### src/hdl/sbsm_pkg.sv
// Shared types and constants for the serial bank switch mapper.
// No dependencies; used by sbsm_core and serial_bank_switch_mapper.
package sbsm_pkg;

  localparam int unsigned ADDR_W   = 16;
  localparam int unsigned DATA_W   = 8;
  localparam int unsigned MAP_W    = 22;
  localparam int unsigned MIRROR_W = 2;
  localparam int unsigned COUNT_W  = 8;

  localparam logic [4:0]       CONTROL_RESET = 5'h1c;
  localparam logic [4:0]       PRG_MODE_BITS = 5'h0c;
  localparam logic [2:0]       LOAD_LAST_BIT = 3'd4;
  localparam logic [MAP_W-1:0] WRAM_BASE     = 22'h006000;
  localparam logic [7:0]       PRG_COUNT_RESET = 8'd2;
  localparam logic [7:0]       CHR_COUNT_RESET = 8'd0;

  typedef enum logic [2:0] {
    REQ_PRG_READ  = 3'd0,
    REQ_PRG_WRITE = 3'd1,
    REQ_CHR_READ  = 3'd2,
    REQ_WRAM      = 3'd3,
    REQ_CHR_WRITE = 3'd4
  } req_type_t;

  typedef enum logic [1:0] {
    REG_CONTROL  = 2'd0,
    REG_CHR_LOW  = 2'd1,
    REG_CHR_HIGH = 2'd2,
    REG_PRG      = 2'd3
  } reg_sel_t;

  typedef enum logic [1:0] {
    PRG_MODE_32K_A = 2'd0,
    PRG_MODE_32K_B = 2'd1,
    PRG_MODE_FIX_LOW  = 2'd2,
    PRG_MODE_FIX_HIGH = 2'd3
  } prg_mode_t;

  localparam logic CFG_PRG_COUNT = 1'b0;
  localparam logic CFG_CHR_COUNT = 1'b1;

  typedef struct packed {
    logic [2:0]        req_type;
    logic [ADDR_W-1:0] addr;
    logic [DATA_W-1:0] data;
  } sbsm_req_t;

  typedef struct packed {
    logic [MIRROR_W-1:0] mirror_mode;
    logic [MAP_W-1:0]    mapped_addr;
  } sbsm_result_t;

endpackage

### src/hdl/sbsm_core.sv
// Mapper state, serial loader and address translation for one word per cycle.
// Depends on sbsm_pkg.
module sbsm_core (
  input  logic                                clk,
  input  logic                                rst,
  input  logic                                en,
  input  sbsm_pkg::sbsm_req_t                 req,
  input  logic                                cfg_we,
  input  logic                                cfg_index,
  input  logic [sbsm_pkg::COUNT_W-1:0]        cfg_data,
  output sbsm_pkg::sbsm_result_t              result
);

  logic [7:0] prg_count;
  logic [7:0] chr_count;
  logic [4:0] shift_value, shift_value_next;
  logic [2:0] bit_count, bit_count_next;
  logic [4:0] control_word, control_word_next;
  logic [4:0] chr_low, chr_low_next;
  logic [4:0] chr_high, chr_high_next;
  logic [4:0] chr_whole, chr_whole_next;
  logic [3:0] prg_low, prg_low_next;
  logic [3:0] prg_high, prg_high_next;
  logic       prg_is_last, prg_is_last_next;
  logic [2:0] prg_whole, prg_whole_next;
  logic [1:0] mirror, mirror_next;

  logic [4:0]                   shifted;
  logic [7:0]                   prg_bank;
  logic [sbsm_pkg::MAP_W-1:0]   mapped;
  sbsm_pkg::reg_sel_t           reg_sel;
  sbsm_pkg::prg_mode_t          prg_mode;
  logic                         chr_4k;
  logic                         is_write;
  logic                         is_ctrl_write;

  assign prg_mode = sbsm_pkg::prg_mode_t'(control_word[3:2]);
  assign chr_4k   = control_word[4];
  assign reg_sel  = sbsm_pkg::reg_sel_t'(req.addr[14:13]);
  assign shifted  = {req.data[0], shift_value[4:1]};
  assign is_write = en && (req.req_type == sbsm_pkg::REQ_PRG_WRITE);
  assign is_ctrl_write = is_write && req.addr[15];

  always_comb begin
    shift_value_next = shift_value;
    bit_count_next   = bit_count;
    control_word_next = control_word;
    chr_low_next     = chr_low;
    chr_high_next    = chr_high;
    chr_whole_next   = chr_whole;
    prg_low_next     = prg_low;
    prg_high_next    = prg_high;
    prg_is_last_next = prg_is_last;
    prg_whole_next   = prg_whole;
    mirror_next      = mirror;
    if (is_ctrl_write) begin
      if (req.data[7]) begin
        shift_value_next  = '0;
        bit_count_next    = '0;
        control_word_next = control_word | sbsm_pkg::PRG_MODE_BITS;
      end else if (bit_count == sbsm_pkg::LOAD_LAST_BIT) begin
        shift_value_next = '0;
        bit_count_next   = '0;
        unique case (reg_sel)
          sbsm_pkg::REG_CONTROL: begin
            control_word_next = shifted;
            mirror_next       = shifted[1:0];
          end
          sbsm_pkg::REG_CHR_LOW: begin
            if (chr_4k) chr_low_next = shifted;
            else        chr_whole_next = shifted;
          end
          sbsm_pkg::REG_CHR_HIGH: begin
            if (chr_4k) chr_high_next = shifted;
          end
          sbsm_pkg::REG_PRG: begin
            unique case (prg_mode)
              sbsm_pkg::PRG_MODE_32K_A,
              sbsm_pkg::PRG_MODE_32K_B: prg_whole_next = shifted[3:1];
              sbsm_pkg::PRG_MODE_FIX_LOW: begin
                prg_high_next    = shifted[3:0];
                prg_is_last_next = 1'b0;
                prg_low_next     = '0;
              end
              sbsm_pkg::PRG_MODE_FIX_HIGH: begin
                prg_is_last_next = 1'b1;
                prg_low_next     = shifted[3:0];
              end
              default: ;
            endcase
          end
          default: ;
        endcase
      end else begin
        shift_value_next = shifted;
        bit_count_next   = bit_count + 3'd1;
      end
    end
  end

  always_comb begin
    if (!(req.addr[15] && req.addr[14])) prg_bank = {4'd0, prg_low};
    else if (prg_is_last)                prg_bank = prg_count - 8'd1;
    else                                 prg_bank = {4'd0, prg_high};
  end

  always_comb begin
    unique case (req.req_type)
      sbsm_pkg::REQ_PRG_READ: begin
        if (control_word[3]) mapped = {prg_bank, req.addr[13:0]};
        else                 mapped = {4'd0, prg_whole, req.addr[14:0]};
      end
      sbsm_pkg::REQ_CHR_READ: begin
        if (chr_count == 8'd0) mapped = {6'd0, req.addr};
        else if (chr_4k)
          mapped = {5'd0, ((req.addr[15:12] == 4'd0) ? chr_low : chr_high),
                    req.addr[11:0]};
        else
          mapped = {4'd0, chr_whole, req.addr[12:0]};
      end
      sbsm_pkg::REQ_WRAM:      mapped = {6'd0, req.addr} - sbsm_pkg::WRAM_BASE;
      sbsm_pkg::REQ_CHR_WRITE: mapped = {6'd0, req.addr};
      default:                 mapped = '0;
    endcase
  end

  assign result.mapped_addr = mapped;
  assign result.mirror_mode = mirror_next;

  always_ff @(posedge clk) begin
    if (rst) begin
      prg_count    <= sbsm_pkg::PRG_COUNT_RESET;
      chr_count    <= sbsm_pkg::CHR_COUNT_RESET;
      shift_value  <= '0;
      bit_count    <= '0;
      control_word <= sbsm_pkg::CONTROL_RESET;
      chr_low      <= '0;
      chr_high     <= '0;
      chr_whole    <= '0;
      prg_low      <= '0;
      prg_high     <= '0;
      prg_is_last  <= 1'b1;
      prg_whole    <= '0;
      mirror       <= '0;
    end else begin
      if (cfg_we) begin
        unique case (cfg_index)
          sbsm_pkg::CFG_PRG_COUNT: prg_count <= cfg_data;
          sbsm_pkg::CFG_CHR_COUNT: chr_count <= cfg_data;
          default: ;
        endcase
      end
      shift_value  <= shift_value_next;
      bit_count    <= bit_count_next;
      control_word <= control_word_next;
      chr_low      <= chr_low_next;
      chr_high     <= chr_high_next;
      chr_whole    <= chr_whole_next;
      prg_low      <= prg_low_next;
      prg_high     <= prg_high_next;
      prg_is_last  <= prg_is_last_next;
      prg_whole    <= prg_whole_next;
      mirror       <= mirror_next;
    end
  end

`ifndef SYNTHESIS
  a_count_range: assert property (@(posedge clk) disable iff (rst)
    bit_count <= sbsm_pkg::LOAD_LAST_BIT)
    else $error("serial loader count out of range");

  a_reset_write: assert property (@(posedge clk) disable iff (rst)
    is_ctrl_write && req.data[7] |=> control_word[3:2] == 2'b11 && bit_count == 3'd0)
    else $error("loader reset did not force PRG mode");

  a_low_write: assert property (@(posedge clk) disable iff (rst)
    is_write && !req.addr[15] |=> $stable(control_word) && $stable(bit_count)
      && $stable(shift_value))
    else $error("write below register window changed state");

  a_mirror_follows: assert property (@(posedge clk) disable iff (rst)
    is_ctrl_write && !req.data[7] && bit_count == sbsm_pkg::LOAD_LAST_BIT
      && reg_sel == sbsm_pkg::REG_CONTROL |=> mirror == control_word[1:0])
    else $error("mirroring does not follow control load");
`endif

endmodule

### src/hdl/serial_bank_switch_mapper.sv
// Serial-loader bank-switching cartridge mapper, top level with stream ports.
// Maps one bus access word per clock. A word is taken in every cycle while the
// two-entry output buffer has room; its result is registered into the output
// entry, or into the skid entry while the output entry is held. The bank
// registers update in the same cycle as the access, so back-to-back accesses
// see each other's effects. Depends on sbsm_pkg and sbsm_core.
module serial_bank_switch_mapper (
  input  logic        clk,
  input  logic        rst,
  input  logic        s_tvalid,
  output logic        s_tready,
  input  logic [23:0] s_tdata,   // addr[15:0], data[23:16]
  input  logic [2:0]  s_tuser,   // req_type[2:0]
  output logic        m_tvalid,
  input  logic        m_tready,
  output logic [23:0] m_tdata,   // mapped_addr[21:0], mirror_mode[23:22]
  input  logic        cfg_we,
  input  logic        cfg_index,
  input  logic [7:0]  cfg_data
);

  sbsm_pkg::sbsm_req_t    req;
  sbsm_pkg::sbsm_result_t result;
  sbsm_pkg::sbsm_result_t out_q;
  sbsm_pkg::sbsm_result_t skid_q;
  logic                   skid_valid;
  logic                   accept;
  logic                   take;

  assign req.req_type = s_tuser;
  assign req.addr     = s_tdata[15:0];
  assign req.data     = s_tdata[23:16];

  assign s_tready = !skid_valid;
  assign accept   = s_tvalid && s_tready;
  assign take     = m_tvalid && m_tready;
  assign m_tdata  = out_q;

  sbsm_core u_core (
    .clk       (clk),
    .rst       (rst),
    .en        (accept),
    .req       (req),
    .cfg_we    (cfg_we),
    .cfg_index (cfg_index),
    .cfg_data  (cfg_data),
    .result    (result)
  );

  always_ff @(posedge clk) begin
    if (rst) begin
      m_tvalid   <= 1'b0;
      skid_valid <= 1'b0;
    end else begin
      if (take) begin
        if (skid_valid) begin
          out_q      <= skid_q;
          skid_valid <= 1'b0;
        end else if (accept) begin
          out_q <= result;
        end else begin
          m_tvalid <= 1'b0;
        end
      end else if (accept) begin
        if (!m_tvalid) begin
          out_q    <= result;
          m_tvalid <= 1'b1;
        end else begin
          skid_q     <= result;
          skid_valid <= 1'b1;
        end
      end
    end
  end

`ifndef SYNTHESIS
  a_skid_behind_out: assert property (@(posedge clk) disable iff (rst)
    skid_valid |-> m_tvalid)
    else $error("skid entry without output entry");

  a_accept_shows: assert property (@(posedge clk) disable iff (rst)
    accept |=> m_tvalid)
    else $error("accepted word produced no result");

  a_skid_drains: assert property (@(posedge clk) disable iff (rst)
    skid_valid && take |=> !skid_valid && m_tvalid)
    else $error("skid entry lost on drain");
`endif

endmodule

### config.mk
export PLATFORM = sky130hd
export DESIGN_NAME = serial_bank_switch_mapper
export DESIGN_NICKNAME = d
export VERILOG_FILES = /design/src/hdl/sbsm_pkg.sv /design/src/hdl/sbsm_core.sv /design/src/hdl/serial_bank_switch_mapper.sv
export SDC_FILE = /design/constraint.sdc
export NUM_CORES = 1
export LEC_CHECK = 0
export BUFFER_PORTS_ARGS = -buffer_cell sky130_fd_sc_hd__buf_4
export CAP_MARGIN = 20
export CORE_MARGIN = 5
export CORE_UTILIZATION = 46
export DETAILED_ROUTE_END_ITERATION = 12
export PLACE_DENSITY = 0.65
export SLEW_MARGIN = 0
export SYNTH_ARGS = -nofsm -noshare
export SYNTH_HDL_FRONTEND = slang
export SYNTH_SLANG_ARGS = --single-unit
### constraint.sdc
create_clock -name clk -period 4.48 [get_ports clk]
set_clock_uncertainty 0.1 [all_clocks]
set_input_delay 0.224 -clock clk [delete_from_list [all_inputs] [get_ports clk]]
set_output_delay 0.224 -clock clk [all_outputs]
set_load 0.005 [all_outputs]
==> results_dict.tcl, run 1 <==
set metrics [dict create \
    clock_latency_ns 0.37 \
    synth_xor_area_share_pct 0.897 \
    post_cts_buffers 0 \
    synthTopCellsByArea "edfxtp_1 (30%), dfxtp_1 (23%), mux2i_1 (5.1%), nand2_1 (4.2%), a21oi_1 (4.0%)" \
    synthAdderAreaFrac_pct 1.79 \
    cts_tree "built" \
    totalWireLength_mm 10.8 \
    port_buffers 60 \
    path_cells "inv_1, ha_1, nand3_1, nor4_2, mux2i_1, a21oi_1" \
    dieArea_sq_um 12800 \
    path_class "flop to flop" \
    seq_power_share_pct 57.0 \
    min_period_over_period_pct 53.9 \
    synth-compound-area-share_pct 11.4 \
    top_usage_layer "met2" \
    postSynthCellCount 477 \
    clock-sinks 105 \
    timing.setup.tns_ns 0 \
    finalPower_mw 1.83 \
    p_leak_nw 2.12 \
    power_density_nw_per_um2 321 \
    grtUsageTotal_pct 17.3 \
    synth-main-ff-cell "dfxtp_1" \
    hpwl_mm 7.82 \
    clk_pin_slew_ns 0.11 \
    io_pins 67 \
    ant_nets 0 \
    p_sw_mw 0.449 \
    cts_max_level 3 \
    path_delay_family "simple AND/OR/NAND/NOR gates" \
    start_util_pct 47.3 \
    ir_drop_v 0.000169 \
    cts-root-buf "clkbuf_8" \
    synth.area.mux_share_pct 8.35 \
    critPathMaxStageDelay_ns 0.66 \
    status "complete, no violations" \
    syn_area_sq_um 4880 \
    worst_setup_path_end_kind "flop" \
    start_kind "flop" \
    ys_ff_latch 105 \
    cp_slowest_cell "nor4_2" \
    p_comb_share_pct 9.3 \
    grtUsageMet1_pct 24.1 \
    syn2layout_area_growth_pct 16.5 \
    place_congestion 0.866 \
    p_int_mw 1.38 \
    antenna_found_initial 0 \
    clock.fmax_ghz 0.414 \
    synth_top_family_by_area "simple AND/OR/NAND/NOR gates" \
    first_pass_iters 5 \
    die_h_um 113 \
    rsz0062_at_grt "false" \
    grtUsageMet2_pct 28.4 \
    final.min_clock_period_ns 2.41 \
    syn_nets 525 \
    yosysTopAreaCellShare_pct 29.5 \
    grt_max_degree 49 \
    synth-async-reset-ratio_pct 0 \
    finalSetupViolations 0 \
    hold_class "primary input to flop" \
    wire_per_inst_um 16.3 \
    arrival_ns 2.43 \
    fin_area_sq_um 5690 \
    core_area_sq_um 10300 \
    grt_first_pass_wirelength_mm 17.9 \
    avgSynthCellArea_sq_um 10.2 \
    drc 0 \
    dr.first_iter.drc_count 145 \
    worst_pin_slew_ns 0.935 \
    path_buf_inv 1 \
    synth_edf_count 48 \
    max-slew-margin-rel_pct 35.9 \
    cts_buffers 9 \
    num_antenna_cells 0 \
    grt_use_met3_pct 2.73 \
    yosysTopAreaCell "edfxtp_1" \
    drive_above_1_share_pct 20.0 \
    clock_path_buffers 2 \
    synthSimpleGateAreaFrac_pct 21.0 \
    worstPathRequired_ns 4.49 \
    finalHoldViolations 0 \
    grt_overflow 0 \
    synth_most_common_cell "dfxtp_1" \
    clkPwrFrac_pct 33.7 \
    viasPerCell 5.54 \
    dpl_cell_area_sq_um 5460 \
    nets 573 \
    ys_seq_area_share_pct 52.9 \
    yosys_warnings 0 \
    die_w_um 113 \
    grt_pass1_vias 3509 \
    routed-via-count 3688 \
    power_switching_share_pct 24.6 \
    crit_fanout 9 \
    drv_cap 0 \
    num_rows 37 \
    slew_violations 0 \
    ys_top_cells_by_count "dfxtp_1 (57), nand2_1 (55), edfxtp_1 (48)" \
    synth_cell_type_count 57 \
]
[tightest hold or removal path, cell delays in order]
cell and delay, ns:
buf_4 0.11, nand2_1 0.05, a21oi_1 0.05
[layer usage]
| layer | part of all wire (%) | wire, um |
|---|---|---|
| met5 | 0 | 0 |
| met2 | 47 | 5110 |
| met3 | 5.0 | 537 |
| met1 | 47 | 5050 |
| met4 | 1.4 | 150 |
[timing repair]
| action | in CTS | in global routing |
|---|---|---|
| hold endpoints to repair | 2 | 0 |
| resized for setup | 0 | 0 |
| hold buffers | 2 | 0 |
[state kept, by name, indices dropped and copies added (netlist names), 5 cells and up]
register          count
m_tdata              24
skid_q               24
u_core.chr_count      8
u_core.prg_count      8
u_core.chr_high       5
u_core.chr_low        5
u_core.chr_whole      5
[logic make-up after synthesis]
group | after synthesis
AOI/OAI and AO/OA | 89
and+or+nand+nor | 187
DFF | 105
adders and majority gates | 7
xor gates and xnor gates | 5
muxes | 39
buffers and inverters | 45
[final cells by class]
type	instances	area (sq um)
fillers	921	4640
flip-flops and latches	105	2580
multi-input cells	327	2140
well taps	136	170
repair buffers	67	528
clock inverters	7	87.6
inverters	15	56.3
clock buffers	9	124
[power by group through the flow]
stage                     Combinational (mW)  Sequential, mW  Clock [mW]
after floorplan                       0.0939            1.06           0
after global placement                 0.164            1.06           0
after detailed placement               0.169            1.06           0
after CTS                              0.171            1.04       0.633
after global routing                   0.188            1.04       0.681
final                                  0.169            1.04       0.615
[layout by cell type (no fill, tap or decap), types with 4 or more instances in the layout]
master | synthesis | routed
dfxtp_1 | 57 | 57
nand4b_1 | 7 | 7
a211o_1 | 4 | 4
or4_1 | 5 | 5
nand2_1 | 55 | 55
nor3_1 | 5 | 5
edfxtp_1 | 48 | 48
clkbuf_8 | 0 | 9
mux2i_1 | 25 | 25
buf_4 | 0 | 64
o21ai_0 | 13 | 13
ha_1 | 7 | 7
inv_1 | 15 | 15
and2_1 | 13 | 13
nor4_1 | 5 | 5
mux2_2 | 14 | 14
a21oi_1 | 39 | 39
nand3_1 | 22 | 22
nor2b_1 | 4 | 4
a31oi_1 | 7 | 7
nand4_1 | 5 | 5
nor2_1 | 40 | 40
[metrics by stage]
step                      hold WS (ns)  setup slack [ns]  std cells  utilization (%)
final                          0.00994              2.07        666             55.1
after global routing            0.0136              1.88        666             55.1
after CTS                     0.000116              2.10        666             55.1
after detailed placement         0.335              2.01        648             52.9
after global placement           0.330              2.01        647             52.6
after floorplan                  0.224              1.31        477                -
[path summary, 6_finish.rpt]
path | from | end | slack [ns] | cells after the start
worst min-delay path | cfg_data[5] | u_core.prg_count[5]$_SDFFE_PP0P_ | 0.01 | 3
worst max-delay path | u_core.bit_count[0]$_SDFFE_PP0P_ | m_tdata[23]$_DFFE_PP_ | 2.07 | 6
worst max register to register | u_core.bit_count[0]$_SDFFE_PP0P_ | m_tdata[23]$_DFFE_PP_ | 2.07 | 6
worst min register to register | u_core.prg_low[0]$_SDFFE_PP0P_ | u_core.prg_low[0]$_SDFFE_PP0P_ | 0.36 | 2
No activity file was read; power rests on OpenSTA's default activity.
==> inputs of run 2 (changes only) <==
- PLACE_DENSITY: 0.65 -> 0.68
- clock period: 4.48 -> 2.1 ns (I/O delays scaled with it)
==> run 2 against run 1 <==
  * Final area increased by 8.6%
  * Wire length rose by 4.3%
  * Sequential share of layout area shrank 3.6 points
  * First-iteration DRC count rose by 24%
  * Largest power group unchanged
==> results_dict.tcl, run 2 (synthesis results as in run 1) <==
set metrics [dict create \
    slew_violations 0 \
    grt_pass1_vias 3825 \
    r2r_start "u_core.bit_count[0]$_SDFFE_PP0P_" \
    max-slew-margin-rel_pct 37.6 \
    path_cells "inv_1, ha_1, nand3_1, nor4_4, mux2i_1, a21oi_1" \
    crit_fanout 3 \
    cts_tree "built" \
    cts.repair.resized 0 \
    power_density_nw_per_um2 645 \
    clock_latency_ns 0.38 \
    grt_first_pass_wirelength_mm 18.6 \
    critPathLaunch "u_core.bit_count[0]$_SDFFE_PP0P_" \
    grt_overflow 0 \
    highest_layer "met4" \
    totalWireLength_mm 11.3 \
    drive_above_1_share_pct 21.3 \
    port_buffers 60 \
    wl_met1_mm 5.26 \
    grtUsageTotal_pct 18.1 \
    dieArea_sq_um 12800 \
    fin_area_sq_um 6180 \
    cts_max_level 3 \
    wl_met2_mm 5.38 \
    grt_max_degree 32 \
    drc 0 \
    cts_hold_buf 35 \
    finalSetupViolations 0 \
    finalHoldViolations 0 \
    min_period_over_period_pct 92.2 \
    viasPerCell 5.43 \
    first_pass_iters 4 \
    start_kind "flop" \
    start_util_pct 47.3 \
    routed-via-count 3896 \
    critPathMaxStageDelay_ns 0.42 \
    hp-start "s_tdata[13]" \
    endpoint "m_tdata[22]$_DFFE_PP_" \
    met3_length_um 492 \
    syn2layout_area_growth_pct 26.5 \
    cts_buffers 9 \
    clock.fmax_ghz 0.516 \
    clock_path_buffers 2 \
    timing.setup.tns_ns 0 \
    status "complete, no violations" \
    place_congestion 0.855 \
    p_leak_nw 2.37 \
    clk_pin_slew_ns 0.11 \
    arrival_ns 1.97 \
    worst_pin_slew_ns 0.910 \
    reg2reg_slack_ns 0.16 \
    io_pins 67 \
    die_w_um 113 \
    layout_common_cells "buf_4 (81), dfxtp_1 (57), nand2_1 (55)" \
    worstPathRequired_ns 2.13 \
    clock-sinks 105 \
    antenna_found_initial 0 \
    hold_class "primary input to flop" \
    final.min_clock_period_ns 1.94 \
    drv_cap 0 \
    ir_drop_v 0.000421 \
    num_rows 37 \
    wire_per_inst_um 15.8 \
    cts-root-buf "clkbuf_8" \
    dpl_cell_area_sq_um 5610 \
    r2r_end "m_tdata[22]$_DFFE_PP_" \
    cp_slowest_cell "nor4_4" \
    die_h_um 113 \
    core_area_sq_um 10300 \
    hpwl_mm 7.89 \
    num_antenna_cells 0 \
    ant_nets 0 \
    worstRegToRegCells 6 \
    path_class "flop to flop" \
    worst_setup_path_end_kind "flop" \
    rsz0062_at_grt "false" \
    finalPower_mw 3.98 \
    final_common_cell "buf_4" \
    post_cts_buffers 0 \
    nets 624 \
    dr.first_iter.drc_count 180 \
]
-- run 2: changes by cell type in the layout (fill, tap and decap cells not counted), sizes merged --
cell         previous run  this run
buf                    65        83
bufinv                  1         0
clkbuf                  9        10
clkinv                  1         4
dlygate4sd3             2        35
inv                    20        17
-- run 2: cell type report --
cell class	count	area, sq um
repair buffers	118	998
clock inverters	6	72.6
well taps	136	170
flip-flops and latches	105	2580
multi-input cells	327	2150
inverters	15	56.3
fillers	878	4150
clock buffers	10	149
-- run 2: worst min path at each step --
stage	depth (start not counted)	end	slack, ns
after floorplan	1	skid_valid$_SDFFE_PP0P_	0.11
after global placement	2	skid_valid$_SDFFE_PP0P_	0.21
after detailed placement	2	skid_valid$_SDFFE_PP0P_	0.23
after CTS	3	skid_q[13]$_DFFE_PP_	0.02
after global routing	3	skid_q[13]$_DFFE_PP_	0.03
final	3	skid_q[13]$_DFFE_PP_	0.04
-- run 2: per-stage QoR --
stage	hold slack, ns	worst slack (ns)	instances	util [%]
after detailed placement	0.234	0.183	666	54.3
after global routing	0.0254	0.0394	717	59.8
after floorplan	0.105	0.0649	477	-
after global placement	0.212	0.218	666	54.3
final	0.0380	0.163	717	59.8
after CTS	0.0218	0.178	717	59.8
-- run 2: worst max-delay path, delay by kind of cell (launching register included) --
kind | cells | cell delay, ns
adders and majority gates | 1 | 0.15
AOI/OAI and AO/OA | 1 | 0.11
buffers and inverters | 1 | 0.06
muxes | 1 | 0.34
and+or+nand+nor | 2 | 0.56
DFF | 1 | 0.35
-- run 2: per-layer routing --
metal,GRT usage [%],up-vias
met5,0,-
met4,5.77,0
met3,3.42,13
met2,30.3,80
met1,23.7,1863
li1,-,1940
-- run 2: power by group --
group          internal [mW]  switching, mW
clock network          0.544          0.775
registers               2.19         0.0308
logic                  0.225          0.218
total                   2.96           1.02
==> inputs of run 3 (changes only) <==
- CORE_UTILIZATION: 46 -> 52
- PLACE_DENSITY: 0.68 -> 0.75
- SETUP_SLACK_MARGIN: not set -> 0.1
==> run 3 against run 2 <==
  * Sequential share of layout area increased by 1.1 points
  * Clock-buffer cell count decreased by 1
  * Sequential power about the same
  * Non-clock buffer count decreased by 10
  * Worst hold slack improved by 0.022 ns
==> results_dict.tcl, run 3 (synthesis results as in run 1) <==
set metrics [dict create \
    status "complete, no violations" \
    layout_common_cells "buf_4 (80), dfxtp_1 (56), nand2_1 (55)" \
    start_util_pct 53.1 \
    grt_max_degree 32 \
    p_int_mw 2.88 \
    seq_power_share_pct 56.9 \
    viasPerCell 5.68 \
    antenna_found_initial 0 \
    finalSetupViolations 0 \
    multi_input_area_sq_um 2150 \
    clock_latency_ns 0.37 \
    grt_overflow 0 \
    start_kind "flop" \
    wire_per_inst_um 17.3 \
    clk_pin_slew_ns 0.11 \
    path_buf_inv 1 \
    ir_drop_v 0.000378 \
    regArea_sq_um 2580 \
    drv_cap 0 \
    fill_cells 708 \
    cts-root-buf "clkbuf_8" \
    rsz0062_at_grt "false" \
    worst_pin_slew_ns 0.989 \
    nets 614 \
    slew_violations 0 \
    cts_buffers 9 \
    core_area_sq_um 9200 \
    worstPathRequired_ns 2.22 \
    routed-via-count 3877 \
    dp.cells 639 \
    cts_max_level 3 \
    num_antenna_cells 0 \
    p_leak_nw 2.30 \
    hold_class "primary input to flop" \
    dpl_cell_area_sq_um 5550 \
    totalWireLength_mm 11.8 \
    drc 0 \
    final_common_cell "buf_4" \
    p_sw_mw 1.03 \
    crit_fanout 3 \
    hpwl_mm 7.92 \
    grt_first_pass_wirelength_mm 19.0 \
    critPathMaxStageDelay_ns 0.47 \
    syn2layout_area_growth_pct 23.3 \
    pre_cts_slack_ns 0.198 \
    first_pass_iters 6 \
    path_class "flop to flop" \
    drive_above_1_share_pct 21.7 \
    dieArea_sq_um 11400 \
    die_h_um 107 \
    clock-sinks 105 \
    clock.fmax_ghz 0.533 \
    max-slew-margin-rel_pct 32.2 \
    ant_nets 0 \
    timing.setup.tns_ns 0 \
    grtUsageTotal_pct 21.2 \
    port_buffers 60 \
    dr.first_iter.drc_count 275 \
    post_cts_buffers 0 \
    finalPower_mw 3.91 \
    grt_pass1_vias 3794 \
    final.min_clock_period_ns 1.87 \
    die_w_um 107 \
    finalNonFillerCells 682 \
    power_density_nw_per_um2 649 \
    cp_slowest_cell "or4_1" \
    clkPwrFrac_pct 32.2 \
    arrival_ns 1.99 \
    min_period_over_period_pct 89.3 \
    place_congestion 0.882 \
    path_delay_family "simple AND/OR/NAND/NOR gates" \
    power_switching_share_pct 26.3 \
    cts_tree "built" \
    io_pins 67 \
    clock_path_buffers 2 \
    finalHoldViolations 0 \
    path_cells "nor4_1, buf_4, nand2_1, or4_1, a41oi_1" \
    final.setup.worst_slack_ns 0.226 \
    num_rows 35 \
    worst_setup_path_end_kind "flop" \
    fin_area_sq_um 6020 \
    p_comb_share_pct 10.9 \
]
run 3: cell types whose count changed in the layout (fill, tap and decap cells not counted), sizes merged:
cell / change
buf: -2
clkbuf: -1
clkinv: -2
dlygate4sd3: -8
inv: +3
run 3: metal layers:
| layer | GRT usage (%) | up-vias | wire length [um] |
|---|---|---|---|
| met1 | 27.9 | 1841 | 5410 |
| met3 | 4.03 | 18 | 519 |
| met4 | 6.67 | 0 | 188 |
| li1 | - | 1916 | - |
| met2 | 35.4 | 102 | 5700 |
| met5 | 0 | - | 0 |
run 3: per-stage QoR:
| step | hold WS (ns) | utilization (%) |
|---|---|---|
| 6_report | 0.0604 | 65.5 |
| 5_1_grt | 0.0700 | 65.5 |
| 4_1_cts | 0.0417 | 65.4 |
| 3_5_place_dp | 0.215 | 60.3 |
| 3_3_place_gp | 0.207 | 60.3 |
| 2_1_floorplan | 0.105 | - |
run 3: power groups by stage:
stage / sequential (mW) / clock [mW] / combinational, mW
detailed placement: 2.27 / 0 / 0.379
global placement: 2.26 / 0 / 0.370
finish: 2.22 / 1.26 / 0.426
CTS: 2.22 / 1.28 / 0.420
global route: 2.23 / 1.37 / 0.465
floorplan: 2.26 / 0 / 0.205
run 3: tightest hold or removal path, stage by stage:
cell     delay [ns]
buf_4          0.14
a21oi_1        0.11
nand3_1        0.08
run 3: final cells by class:
class	count	area share [%]
inverter	15	0.935
multi-input combinational	327	35.7
timing repair buffer	108	14.8
sequential	105	42.9
tap	111	2.31
clock buffer	9	2.06
clock inverter	7	1.27
run 3: what timing repair did:
item / 4_1_cts / 5_1_grt
gates resized for setup: 0 / 2
endpoints found under the setup margin: 0 / 2
hold buffers: 27 / 0
hold endpoints to repair: 50 / 0
run 3: final timing paths:
path | from | endpoint | slack [ns] | cells after the start
worst max-delay path | u_core.chr_count[4]$_SDFFE_PP0P_ | m_tdata[13]$_DFFE_PP_ | 0.23 | 5
worst min-delay path | s_tdata[13] | skid_q[13]$_DFFE_PP_ | 0.06 | 3
worst max register to register | u_core.chr_count[4]$_SDFFE_PP0P_ | m_tdata[13]$_DFFE_PP_ | 0.23 | 5
worst min register to register | u_core.prg_low[0]$_SDFFE_PP0P_ | u_core.prg_low[0]$_SDFFE_PP0P_ | 0.37 | 2
